$ cat config.mk
export PLATFORM = sky130hd
export DESIGN_NAME = fastq_record_normalizer_top
export DESIGN_NICKNAME = d
export VERILOG_FILES = /design/src/design/fqn_pkg.sv /design/src/design/fastq_record_normalizer_top.sv /design/src/design/fqn_front.sv /design/src/design/fqn_queue.sv /design/src/design/fqn_back.sv
export SDC_FILE = /design/constraint.sdc
export NUM_CORES = 2
export LEC_CHECK = 0
export BUFFER_PORTS_ARGS = -buffer_cell sky130_fd_sc_hd__buf_2
export CAP_MARGIN = 15
export CORE_UTILIZATION = 55
export DETAILED_ROUTE_END_ITERATION = 7
export PLACE_DENSITY = 0.71
export SLEW_MARGIN = 20
export SYNTH_ARGS = -nofsm -noshare
export SYNTH_HDL_FRONTEND = slang
export SYNTH_SLANG_ARGS = --single-unit
$ cat constraint.sdc
create_clock -name clk -period 5.3 [get_ports clk]
set_input_delay 0.53 -clock clk [delete_from_list [all_inputs] [get_ports clk]]
set_output_delay 0.53 -clock clk [all_outputs]
set_load 0.01 [all_outputs]
$ cat src/design/fqn_pkg.sv
package fqn_pkg;

    // name store and counter limits
    localparam int NAME_MAX    = 256;
    localparam int READ_MAX    = 4096;
    localparam int NAME_AW     = $clog2(NAME_MAX);
    localparam int NLEN_W      = $clog2(NAME_MAX + 2);
    localparam int CNT_W       = 13;
    localparam int REP_W       = 16;
    localparam int ERR_W       = 3;

    // queue between the parser and the output side
    localparam int QUEUE_DEPTH = 4;
    localparam int QUEUE_AW    = $clog2(QUEUE_DEPTH);

    // register map
    localparam int REG_CHECK_REPEATS = 0;
    localparam int PADDR_W           = 3;

    // characters
    localparam logic [7:0] CH_AT      = 8'h40;
    localparam logic [7:0] CH_PLUS    = 8'h2B;
    localparam logic [7:0] CH_N       = 8'h4E;
    localparam logic [7:0] CH_SPACE   = 8'h20;
    localparam logic [7:0] CH_NL      = 8'h0A;
    localparam logic [7:0] CH_SLASH   = 8'h2F;
    localparam logic [7:0] CH_UA      = 8'h41;
    localparam logic [7:0] CH_UC      = 8'h43;
    localparam logic [7:0] CH_UG      = 8'h47;
    localparam logic [7:0] CH_UT      = 8'h54;
    localparam logic [7:0] CH_LA      = 8'h61;
    localparam logic [7:0] CH_LC      = 8'h63;
    localparam logic [7:0] CH_LG      = 8'h67;
    localparam logic [7:0] CH_LT      = 8'h74;
    localparam logic [7:0] CASE_SHIFT = 8'h20;

    // line kinds
    localparam logic [1:0] KIND_NAME = 2'd0;
    localparam logic [1:0] KIND_SEQ  = 2'd1;
    localparam logic [1:0] KIND_PLUS = 2'd2;
    localparam logic [1:0] KIND_QUAL = 2'd3;

    // error codes
    localparam logic [ERR_W-1:0] ERR_NONE      = 3'd0;
    localparam logic [ERR_W-1:0] ERR_NO_AT     = 3'd1;
    localparam logic [ERR_W-1:0] ERR_NO_PLUS   = 3'd2;
    localparam logic [ERR_W-1:0] ERR_LENGTH    = 3'd3;
    localparam logic [ERR_W-1:0] ERR_TRUNCATED = 3'd4;

    localparam logic [CNT_W-1:0] READ_MAX_C = CNT_W'(READ_MAX);
    localparam logic [CNT_W-1:0] NAME_MAX_C = CNT_W'(NAME_MAX);

    // one classified beat on its way to the output side
    typedef struct packed {
        logic [7:0]        ch;
        logic [1:0]        kind;
        logic              eol;
        logic              done;
        logic [CNT_W-1:0]  rlen;
        logic [CNT_W-1:0]  nbases;
        logic              fix;
        logic [ERR_W-1:0]  err;
        logic              name_start;
        logic              name_end;
        logic              cmp_en;
        logic              over;
        logic [NLEN_W-1:0] idx;
        logic [7:0]        prev_ch;
    } token_t;

    function automatic logic [CNT_W-1:0] sat_inc(input logic [CNT_W-1:0] v);
        sat_inc = (v < READ_MAX_C) ? v + 1'b1 : READ_MAX_C;
    endfunction

endpackage

$ cat src/design/fastq_record_normalizer_top.sv
// path: an accepted byte is registered in the parser output stage, then in the queue, then in the output register
// throughput: one byte per cycle while in_stall is low, set by the single-port name store and the parser stage
// a four-beat queue lets the parser keep accepting while the output stalls
// reset: rst_n is asynchronous, clears parser, queue, counters and check_repeats
// the name store is not cleared; entries are only compared once written
module fastq_record_normalizer_top (
    input  logic                         clk,
    input  logic                         rst_n,
    input  logic                         psel,
    input  logic                         penable,
    input  logic                         pwrite,
    input  logic [fqn_pkg::PADDR_W-1:0]  paddr,
    input  logic [31:0]                  pwdata,
    output logic [31:0]                  prdata,
    output logic                         pready,
    input  logic                         in_valid,
    output logic                         in_stall,
    input  logic [7:0]                   data_byte,
    input  logic                         end_of_input,
    output logic                         out_valid,
    input  logic                         out_stall,
    output logic [7:0]                   out_byte,
    output logic [1:0]                   line_kind,
    output logic                         end_of_line,
    output logic                         record_done,
    output logic [fqn_pkg::CNT_W-1:0]    read_length,
    output logic [fqn_pkg::CNT_W-1:0]    n_bases,
    output logic [fqn_pkg::REP_W-1:0]    repeat_count,
    output logic                         fix_needed,
    output logic [fqn_pkg::ERR_W-1:0]    error_code
);
    import fqn_pkg::*;

    localparam logic [PADDR_W-1:0] ADDR_CHECK_REPEATS = PADDR_W'(4 * REG_CHECK_REPEATS);

    logic   check_repeats_reg;
    logic   cfg_hit;
    logic   q_push, q_full;
    token_t q_wdata, q_rdata;
    logic   q_not_empty, q_pop;

    // configuration register
    assign pready  = 1'b1;
    assign cfg_hit = (paddr == ADDR_CHECK_REPEATS);
    assign prdata  = cfg_hit ? {31'd0, check_repeats_reg} : 32'd0;

    always_ff @(posedge clk or negedge rst_n)
    begin
        if (!rst_n)
            check_repeats_reg <= 1'b0;
        else if (psel && penable && pwrite && pready && cfg_hit)
            check_repeats_reg <= pwdata[0];
    end

    fqn_front u_front (
        .clk           (clk),
        .rst_n         (rst_n),
        .check_repeats (check_repeats_reg),
        .in_valid      (in_valid),
        .in_stall      (in_stall),
        .data_byte     (data_byte),
        .end_of_input  (end_of_input),
        .q_full        (q_full),
        .q_push        (q_push),
        .q_data        (q_wdata)
    );

    fqn_queue u_queue (
        .clk       (clk),
        .rst_n     (rst_n),
        .push      (q_push),
        .full      (q_full),
        .wdata     (q_wdata),
        .not_empty (q_not_empty),
        .pop       (q_pop),
        .rdata     (q_rdata)
    );

    fqn_back u_back (
        .clk           (clk),
        .rst_n         (rst_n),
        .check_repeats (check_repeats_reg),
        .q_not_empty   (q_not_empty),
        .q_pop         (q_pop),
        .q_data        (q_rdata),
        .out_valid     (out_valid),
        .out_stall     (out_stall),
        .out_byte      (out_byte),
        .line_kind     (line_kind),
        .end_of_line   (end_of_line),
        .record_done   (record_done),
        .read_length   (read_length),
        .n_bases       (n_bases),
        .repeat_count  (repeat_count),
        .fix_needed    (fix_needed),
        .error_code    (error_code)
    );

endmodule

$ cat src/design/fqn_front.sv
module fqn_front (
    input  logic              clk,
    input  logic              rst_n,
    input  logic              check_repeats,
    input  logic              in_valid,
    output logic              in_stall,
    input  logic [7:0]        data_byte,
    input  logic              end_of_input,
    input  logic              q_full,
    output logic              q_push,
    output fqn_pkg::token_t   q_data
);
    import fqn_pkg::*;

    // parser state
    logic [1:0]       kind_reg, kind_next;
    logic             start_reg, start_next;
    logic [CNT_W-1:0] lbc_reg, lbc_next;
    logic [CNT_W-1:0] seq_reg, seq_next;
    logic [CNT_W-1:0] nb_reg, nb_next;
    logic             cut_reg, cut_next;
    logic             fix_reg, fix_next;
    logic [ERR_W-1:0] err_reg, err_next;
    logic             seen_reg, seen_next;

    // output stage of the parser
    logic             p1_valid_reg, p1_valid_next;
    token_t           p1_reg, p1_next;
    logic             res_valid;
    token_t           tok;

    // name store
    logic [7:0]       name_mem [NAME_MAX];
    logic [7:0]       rdata_reg;
    logic             wr_en;
    logic [NAME_AW-1:0] addr;

    logic accept;

    assign in_stall = p1_valid_reg & q_full;
    assign accept   = in_valid & ~in_stall;
    assign q_push   = p1_valid_reg & ~q_full;
    assign addr     = lbc_reg[NAME_AW-1:0];

    always_comb
    begin
        q_data         = p1_reg;
        q_data.prev_ch = rdata_reg;
    end

    // classify one byte
    always_comb
    begin
        kind_next  = kind_reg;
        start_next = start_reg;
        lbc_next   = lbc_reg;
        seq_next   = seq_reg;
        nb_next    = nb_reg;
        cut_next   = cut_reg;
        fix_next   = fix_reg;
        err_next   = err_reg;
        seen_next  = seen_reg;
        wr_en      = 1'b0;
        res_valid  = 1'b0;
        tok        = '0;
        tok.ch     = data_byte;
        tok.kind   = kind_reg;
        tok.eol    = (data_byte == CH_NL);
        tok.idx    = lbc_reg[NLEN_W-1:0];

        if (err_reg != ERR_NONE)
        begin
            res_valid = 1'b0;
        end
        else if (end_of_input)
        begin
            if (kind_reg == KIND_NAME)
            begin
                start_next = 1'b1;
                lbc_next   = '0;
                cut_next   = 1'b0;
            end
            else
            begin
                err_next  = ERR_TRUNCATED;
                res_valid = 1'b1;
                tok.ch    = 8'd0;
                tok.eol   = 1'b0;
            end
        end
        else
        begin
            case (kind_reg)
                KIND_NAME:
                begin
                    if (start_reg)
                    begin
                        res_valid = 1'b1;
                        if (data_byte != CH_AT)
                        begin
                            err_next = ERR_NO_AT;
                        end
                        else
                        begin
                            start_next     = 1'b0;
                            lbc_next       = '0;
                            cut_next       = 1'b0;
                            tok.name_start = 1'b1;
                        end
                    end
                    else if (data_byte == CH_NL)
                    begin
                        res_valid    = 1'b1;
                        tok.name_end = 1'b1;
                        seen_next    = 1'b1;
                        kind_next    = KIND_SEQ;
                        start_next   = 1'b1;
                        seq_next     = '0;
                        nb_next      = '0;
                    end
                    else
                    begin
                        if (!seen_reg && data_byte == CH_SLASH)
                            fix_next = 1'b1;
                        if (cut_reg)
                        begin
                            res_valid = 1'b0;
                        end
                        else if (data_byte == CH_SPACE)
                        begin
                            cut_next = 1'b1;
                            fix_next = 1'b1;
                        end
                        else
                        begin
                            res_valid = 1'b1;
                            if (lbc_reg < NAME_MAX_C)
                            begin
                                tok.cmp_en = 1'b1;
                                wr_en      = check_repeats;
                                lbc_next   = lbc_reg + 1'b1;
                            end
                            else
                            begin
                                tok.over = 1'b1;
                                lbc_next = NAME_MAX_C + 1'b1;
                            end
                        end
                    end
                end
                KIND_SEQ:
                begin
                    res_valid = 1'b1;
                    if (data_byte == CH_NL)
                    begin
                        kind_next  = KIND_PLUS;
                        start_next = 1'b1;
                    end
                    else
                    begin
                        start_next = 1'b0;
                        seq_next   = sat_inc(seq_reg);
                        case (data_byte)
                            CH_UA, CH_UC, CH_UG, CH_UT:
                            begin
                                tok.ch = data_byte;
                            end
                            CH_LA, CH_LC, CH_LG, CH_LT:
                            begin
                                tok.ch   = data_byte - CASE_SHIFT;
                                fix_next = 1'b1;
                            end
                            default:
                            begin
                                tok.ch   = CH_N;
                                nb_next  = sat_inc(nb_reg);
                                fix_next = 1'b1;
                            end
                        endcase
                    end
                end
                KIND_PLUS:
                begin
                    res_valid = 1'b1;
                    if (start_reg)
                    begin
                        if (data_byte != CH_PLUS)
                            err_next = ERR_NO_PLUS;
                        else
                            start_next = 1'b0;
                    end
                    else if (data_byte == CH_NL)
                    begin
                        kind_next  = KIND_QUAL;
                        start_next = 1'b1;
                        lbc_next   = '0;
                    end
                end
                default:
                begin
                    res_valid = 1'b1;
                    if (data_byte == CH_NL)
                    begin
                        if (lbc_reg != seq_reg)
                        begin
                            err_next = ERR_LENGTH;
                            fix_next = 1'b1;
                        end
                        else
                        begin
                            kind_next  = KIND_NAME;
                            start_next = 1'b1;
                            tok.done   = 1'b1;
                        end
                    end
                    else
                    begin
                        start_next = 1'b0;
                        lbc_next   = sat_inc(lbc_reg);
                    end
                end
            endcase
        end

        // fields show the state after this byte
        tok.rlen   = seq_next;
        tok.nbases = nb_next;
        tok.fix    = fix_next;
        tok.err    = err_next;
    end

    // parser output stage load
    always_comb
    begin
        p1_valid_next = p1_valid_reg & ~q_push;
        p1_next       = p1_reg;
        if (accept)
        begin
            p1_valid_next = res_valid;
            p1_next       = tok;
        end
    end

    // name store, read before write
    always_ff @(posedge clk)
    begin
        if (accept)
            rdata_reg <= name_mem[addr];
        if (accept && wr_en)
            name_mem[addr] <= data_byte;
    end

    always_ff @(posedge clk)
    begin
        p1_reg <= p1_next;
    end

    always_ff @(posedge clk or negedge rst_n)
    begin
        if (!rst_n)
        begin
            kind_reg     <= KIND_NAME;
            start_reg    <= 1'b1;
            lbc_reg      <= '0;
            seq_reg      <= '0;
            nb_reg       <= '0;
            cut_reg      <= 1'b0;
            fix_reg      <= 1'b0;
            err_reg      <= ERR_NONE;
            seen_reg     <= 1'b0;
            p1_valid_reg <= 1'b0;
        end
        else
        begin
            p1_valid_reg <= p1_valid_next;
            if (accept)
            begin
                kind_reg  <= kind_next;
                start_reg <= start_next;
                lbc_reg   <= lbc_next;
                seq_reg   <= seq_next;
                nb_reg    <= nb_next;
                cut_reg   <= cut_next;
                fix_reg   <= fix_next;
                err_reg   <= err_next;
                seen_reg  <= seen_next;
            end
        end
    end

endmodule

$ cat src/design/fqn_queue.sv
module fqn_queue (
    input  logic              clk,
    input  logic              rst_n,
    input  logic              push,
    output logic              full,
    input  fqn_pkg::token_t   wdata,
    output logic              not_empty,
    input  logic              pop,
    output fqn_pkg::token_t   rdata
);
    import fqn_pkg::*;

    token_t              slot_reg [QUEUE_DEPTH];
    logic [QUEUE_AW-1:0] wptr_reg, rptr_reg;
    logic [QUEUE_AW:0]   count_reg, count_next;
    logic                do_push, do_pop;

    assign full      = (count_reg == (QUEUE_AW+1)'(QUEUE_DEPTH));
    assign not_empty = (count_reg != '0);
    assign do_push   = push & ~full;
    assign do_pop    = pop & not_empty;
    assign rdata     = slot_reg[rptr_reg];

    // occupancy
    always_comb
    begin
        count_next = count_reg;
        if (do_push && !do_pop)
            count_next = count_reg + 1'b1;
        else if (!do_push && do_pop)
            count_next = count_reg - 1'b1;
    end

    always_ff @(posedge clk)
    begin
        if (do_push)
            slot_reg[wptr_reg] <= wdata;
    end

    always_ff @(posedge clk or negedge rst_n)
    begin
        if (!rst_n)
        begin
            wptr_reg  <= '0;
            rptr_reg  <= '0;
            count_reg <= '0;
        end
        else
        begin
            count_reg <= count_next;
            if (do_push)
                wptr_reg <= wptr_reg + 1'b1;
            if (do_pop)
                rptr_reg <= rptr_reg + 1'b1;
        end
    end

endmodule

$ cat src/design/fqn_back.sv
module fqn_back (
    input  logic                       clk,
    input  logic                       rst_n,
    input  logic                       check_repeats,
    input  logic                       q_not_empty,
    output logic                       q_pop,
    input  fqn_pkg::token_t            q_data,
    output logic                       out_valid,
    input  logic                       out_stall,
    output logic [7:0]                 out_byte,
    output logic [1:0]                 line_kind,
    output logic                       end_of_line,
    output logic                       record_done,
    output logic [fqn_pkg::CNT_W-1:0]  read_length,
    output logic [fqn_pkg::CNT_W-1:0]  n_bases,
    output logic [fqn_pkg::REP_W-1:0]  repeat_count,
    output logic                       fix_needed,
    output logic [fqn_pkg::ERR_W-1:0]  error_code
);
    import fqn_pkg::*;

    // name-compare state
    logic              differs_reg, differs_next;
    logic [NLEN_W-1:0] plen_reg, plen_next;
    logic [REP_W-1:0]  rep_reg, rep_next;
    logic              bfix_reg, bfix_next;

    // output register
    logic              ovalid_reg, ovalid_next;
    token_t            otok_reg;
    logic [REP_W-1:0]  orep_reg;
    logic              ofix_reg;

    assign q_pop = q_not_empty & (~ovalid_reg | ~out_stall);

    // compare and repeat count
    always_comb
    begin
        differs_next = differs_reg;
        plen_next    = plen_reg;
        rep_next     = rep_reg;
        bfix_next    = bfix_reg;
        if (q_data.name_start)
            differs_next = 1'b0;
        if (q_data.cmp_en && ((q_data.idx >= plen_reg) || (q_data.prev_ch != q_data.ch)))
            differs_next = 1'b1;
        if (q_data.over)
            differs_next = 1'b1;
        if (q_data.name_end && check_repeats)
        begin
            if (!differs_reg && q_data.idx == plen_reg)
            begin
                rep_next  = (rep_reg != {REP_W{1'b1}}) ? rep_reg + 1'b1 : rep_reg;
                bfix_next = 1'b1;
            end
            else
            begin
                rep_next = '0;
            end
            plen_next = q_data.idx;
        end
    end

    always_comb
    begin
        ovalid_next = ovalid_reg & out_stall;
        if (q_pop)
            ovalid_next = 1'b1;
    end

    always_ff @(posedge clk)
    begin
        if (q_pop)
        begin
            otok_reg <= q_data;
            orep_reg <= rep_next;
            ofix_reg <= q_data.fix | bfix_next;
        end
    end

    always_ff @(posedge clk or negedge rst_n)
    begin
        if (!rst_n)
        begin
            differs_reg <= 1'b0;
            plen_reg    <= '0;
            rep_reg     <= '0;
            bfix_reg    <= 1'b0;
            ovalid_reg  <= 1'b0;
        end
        else
        begin
            ovalid_reg <= ovalid_next;
            if (q_pop)
            begin
                differs_reg <= differs_next;
                plen_reg    <= plen_next;
                rep_reg     <= rep_next;
                bfix_reg    <= bfix_next;
            end
        end
    end

    assign out_valid    = ovalid_reg;
    assign out_byte     = otok_reg.ch;
    assign line_kind    = otok_reg.kind;
    assign end_of_line  = otok_reg.eol;
    assign record_done  = otok_reg.done;
    assign read_length  = otok_reg.rlen;
    assign n_bases      = otok_reg.nbases;
    assign repeat_count = orep_reg;
    assign fix_needed   = ofix_reg;
    assign error_code   = otok_reg.err;

endmodule

======== Yosys cells after proc, flatten, opt, wreduce, memory -nomap -nowiden ========
Memories as Yosys holds them, arrays and structs flattened. A register that Yosys moved wholly into a read port is not among the register bits.
Index checks and enable logic that the tools add are counted.
operators by class
  $add $sub $neg .......................... 9
  $lt $le $gt $ge ......................... 5
  equal/unequal tests ..................... 35
  mux-type cells .......................... 125
  bitwise operators ....................... 20
  reduce and logical (&&, ||, !) cells .... 36
operators by type and width
  operator               count
  $mux 13                25
  $mux 1                 65
  $eq 8x7->1 const B     8
  $pmux 13 s2            2
  $mux 16                3
  $mux 8                 5
  $add 13x1->13 const B  3
  $lt 13x13->1 const B   3
  $pmux 13 s3            1
  $mux 3                 11
  $add 16x1->16 const B  1
  $eq 8x6->1 const B     2
  $mux 2                 8
  $ne 16x16->1 const B   1
  $ne 4x3->1 const B     4
  $pmux 8 s2             1
  $reduce_or 4->1        4
  $lt 13x9->1 const B    1
  $ne 13x13->1           1
  $reduce_and 11->1      1
  $logic_and 1x1->1      10
  $not 1->1              10
  $eq 9x9->1             1
  $ge 9x9->1             1
  37 further kinds       58
storage, ports and cells
  bits in registers ....................... 198
  bits in writable memories ............... 2,300
  word-level logic and storage cells ...... 273
  memories kept ........................... 2
memory list
  memory            words  bits a word  read ports  clocked after Yosys merged registers in  write ports  RTL line         source
  u_front.name_mem  256    8            1           1                                        1            fqn_front.sv:33  logic [7:0] name_mem [NAME_MAX];
  u_queue.slot_reg  4      63           1           0                                        1            fqn_queue.sv:13  token_t slot_reg [QUEUE_DEPTH];

======== Longest topological paths before layout ========
  depth in word-level cells ............... 12
  gate-level depth with buffers ........... 13
  depth with buffers taken out ............ 10

======== Hierarchy ========
Synthesis repeated with hierarchy kept, for this count alone.
second synthesis, totals
  cells, all modules ...................... 4,814
  area, all modules ....................... 98,871.1 um2
modules (own cells, without submodules)
  module                       times used  cells each  area an instance (um2)  seq. area each (um2)
  fqn_front                    1           4,110       85,271.8                64,618.2
  fqn_queue                    1           364         9,507.9                 7,742.4
  fqn_back                     1           301         3,783.6                 2,442.3
  fastq_record_normalizer_top  1           39          307.8                   25.0

======== Worst setup path after synthesis ========
No wires, ideal clock.
  kind .................................... register to register
  start ................................... register u_queue.rptr_reg[0]
  end ..................................... register u_back.orep_reg[10] (netlist: u_back.repeat_count[10]) (data pin)
  setup time .............................. 188 ps
  data arrival time ....................... 3,513 ps
  data required time ...................... 5,112 ps
  setup slack ............................. 1,599 ps
  stages on the path, launching flop included .. 12
  buffers on the path ..................... 5
  clock period less this slack ............ 3,701 ps
  path through ............................ dfrtp_1 -> buf_2 -> buf_2 -> buf_2 -> mux4_2 -> ha_1 -> nand4_1 -> or3_1 -> clkbuf_1 -> or2_2 -> clkbuf_1 -> o41ai_1
RTL lines
  element                 RTL line         source
  from (decl)             fqn_queue.sv:14  logic [QUEUE_AW-1:0] wptr_reg, rptr_reg;
  from (signal assigned)  fqn_queue.sv:54  rptr_reg <= rptr_reg + 1'b1;
  to (signal assigned)    fqn_back.sv:76   orep_reg <= rep_next;
  to (decl)               fqn_back.sv:31   logic [REP_W-1:0] orep_reg;

==> out/metrics.cfg <==
[power]
power-per-cell-area_nw_per_um2 = 437
ir_drop_mv = 0.339
p_leak_uw = 0.0342

[global_routing]
antenna_found_initial = 4
use_met1_pct = 37.4
met2_usage_pct = 40.6
grt_use_met3_pct = 7.16
grt_overflow = 0
grt_max_degree = 218
grt_pass1_wl_um = 344000
grt_pass1_vias = 48500
track_usage_pct = 26.7
top_usage_layer = met2

[sta]
max_freq_mhz = 229
clock_skew_ps = 69.4
fin_crit_sh_pct = 82.4
rsz0062_at_grt = false
hold_viol_final = 0
maxSlewViolCount = 0
slew_headroom_pct = 24.7
fin_tns_setup_ps = 0
fin_crit_ps = 4360
final.setup.worst_slack_ps = 935
finalSetupViolations = 0
fin_hold_ws_ps = 53.6
tightest_slew_ps = 1120

[final_layout]
seq_area_sq_um = 74800
drive_above_1_share_pct = 25.3
fin_area_sq_um = 110000
final_common_cell = edfxtp_1
multiInputGateArea_sq_um = 22100
fin_nets = 5109
layout_common_cells = edfxtp_1 (2421), mux4_2 (629), nor2_1 (323), clkbuf_16 (238), buf_4 (202)
syn_to_final_growth_pct = 12.0
antenna_cells = 0
n_fill_cell = 11800
largest_reg_flops = 2048

[synth]
synth_top_cell_area_share_pct = 73.9
synthTopCellsByArea = edfxtp_1 (74%), mux4_2 (14%), dfrtp_1 (2.1%)
synthMuxAreaShare_pct = 15.5
syn_inst = 4749
yosys.area.top_type = edfxtp_1
synth.avg_cell_area_sq_um = 20.7
synthArstFlopShare_pct = 3.39
yosysWarnings = 0
synth_ff_type = edfxtp_1
synth_top_family_by_area = multiplexers
synth_enable_flop_cells = 2421
synth_adder_area_share_pct = 0.364
synthesis.area_sq_um = 98300
synth.distinct_cells = 85
yosys.area_share.simple_pct = 3.33
synth_compound_area_share_pct = 2.81
ys_ff_latch = 2506
synth_xor_area_share_pct = 0.294
synth-seq-area-share_pct = 76.1

[clock_tree]
clock_sinks = 2506
insertion_delay_ps = 880
clkSlewWorstSetupHoldPaths_ps = 60
cts_buffers = 235
clockBufferDepth = 3
cts_setup_buffers = 0
cts-root-buf = clkbuf_16
cts_tree = done
h-tree-depth = 4

[die]
fp.coreArea_sq_um = 177000
die_w_um = 425
rows = 154
io_pins = 144
die_h_um = 425
start_util_pct = 55.6
die_area_sq_um = 180000

[critical_path]
worst-path-buf-inv = 2
cp_slowest_cell = dfrtp_4
reg2reg_from = u_front.lbc_reg[0]
reg2reg_depth = 8
crit_chain = buf_12, buf_12, mux4_2, a32o_1, a2111oi_0, o221ai_1, nand4b_1, or4_1
cpPeakStageDelay_ps = 890
r2r_slack_ps = 940
critPathLaunchType = flop
cp.required_ps = 5920
rr_endpoint = u_front.rdata_reg[1]
cp-end-kind = flop
critPathKind = flop to flop
crit_top_cell = buf_12
arrival_ps = 4980
critPathTopFamily = simple AND/OR/NAND/NOR gates
crit_fanout = 33

[drt]
drtPass1Iterations = 6
wl_per_cell_um = 31.6
via_count = 49400
drt_iter0_markers = 6647
antenna_left = 0
wirelength_um = 239000
drc = 0
via_per_inst = 6.52

[flow_run]
cap_violations = 0

[min_path]
hold_end = u_front.name_mem[179][4]
worstHoldStart = data_byte[4]
min_path_cells = 1
hp-class = input pin to flop

[placement]
dp_slack_ps = 1060
dpl.hpwl_um = 149000
place.gp.congestion = 0.964
numPortBuffers = 80
dpl-instance-area_sq_um = 102000

[run_status]
status = finished, final reports clean

-- cells by family (layout without fill, tap and decap cells) --
| group | Yosys count | in the layout |
|---|---|---|
| AOI/OAI and AO/OA | 397 | 397 |
| xor gates and xnor gates | 33 | 33 |
| adders and majority gates | 28 | 28 |
| buffers and inverters | 336 | 786 |
| DFF | 2506 | 2506 |
| muxes | 732 | 732 |
| other | 2 | 32 |
| and+or+nand+nor | 715 | 715 |
-- worst register-to-register path: stages (launching register included) --
cell       delay (ps)
dfrtp_4           890
buf_12            340
buf_12            350
mux4_2            620
a32o_1            260
a2111oi_0         410
o221ai_1          190
nand4b_1          500
or4_1             560
-- through the flow --
step,util [%],std cells,total power [uW]
5_1_grt,62.3,7569,49600
3_3_place_gp,57.9,7126,31700
6_report,62.3,7569,48200
4_1_cts,62.3,7569,48400
3_5_place_dp,57.9,7126,31800
2_1_floorplan,-,4779,28800
-- how the worst max path moves through the flow --
stage	to	start	depth (start not counted)
2_1_floorplan	u_back.repeat_count[10]	u_queue.rptr_reg[0]	11
3_3_place_gp	u_front.rdata_reg[4]	u_front.lbc_reg[0]	8
3_5_place_dp	u_front.name_mem[104][6]	data_byte[0]	9
4_1_cts	u_front.rdata_reg[1]	u_front.lbc_reg[0]	8
5_1_grt	u_front.rdata_reg[1]	u_front.lbc_reg[0]	8
6_report	u_front.rdata_reg[1]	u_front.lbc_reg[0]	8
-- cells in the mapped netlist (15+ instances only) --
master / count
nor4_1: 19
o31ai_1: 17
a22oi_1: 31
inv_1: 38
xnor2_1: 29
o22ai_1: 41
a21oi_1: 45
nand3_1: 49
clkbuf_1: 135
mux4_2: 629
a22o_1: 30
ha_1: 27
mux2i_1: 89
buf_1: 35
edfxtp_1: 2421
and3_1: 25
and2_1: 15
buf_2: 67
nand2_1: 151
a31oi_1: 22
a21o_1: 17
nand4_1: 15
nor2_1: 325
buf_4: 53
dfrtp_1: 84
o21ai_0: 84
nor3_1: 37
-- layer usage --
layer  vias to the layer above  share of wire, %
met1                     25900                38
met3                       463                11
met5                         -            0.0054
li1                      20200                 -
met4                         2               3.9
met2                      2814                47
-- cell type report --
| type | count | share of cell area (%) |
|---|---|---|
| flip-flops and latches | 2506 | 67.9 |
| multi-input cells | 1937 | 20.0 |
| clock buffers | 286 | 5.57 |
| well taps | 2340 | 2.66 |
| repair buffers | 310 | 2.26 |
| clock inverters | 150 | 1.40 |
| inverters | 40 | 0.137 |
-- timing repair --
item | in CTS | in global routing
gates resized for setup | 0 | 0
endpoints found under the setup margin | 0 | 0
endpoints found under the hold margin | 57 | 0
hold buffers | 7 | 0
-- where the power goes --
part	internal (uW)	switching, uW
combinational	3740	4630
clock	9490	7260
sequential	22500	517
total	35800	12400
(Power assumes the default switching activity.)
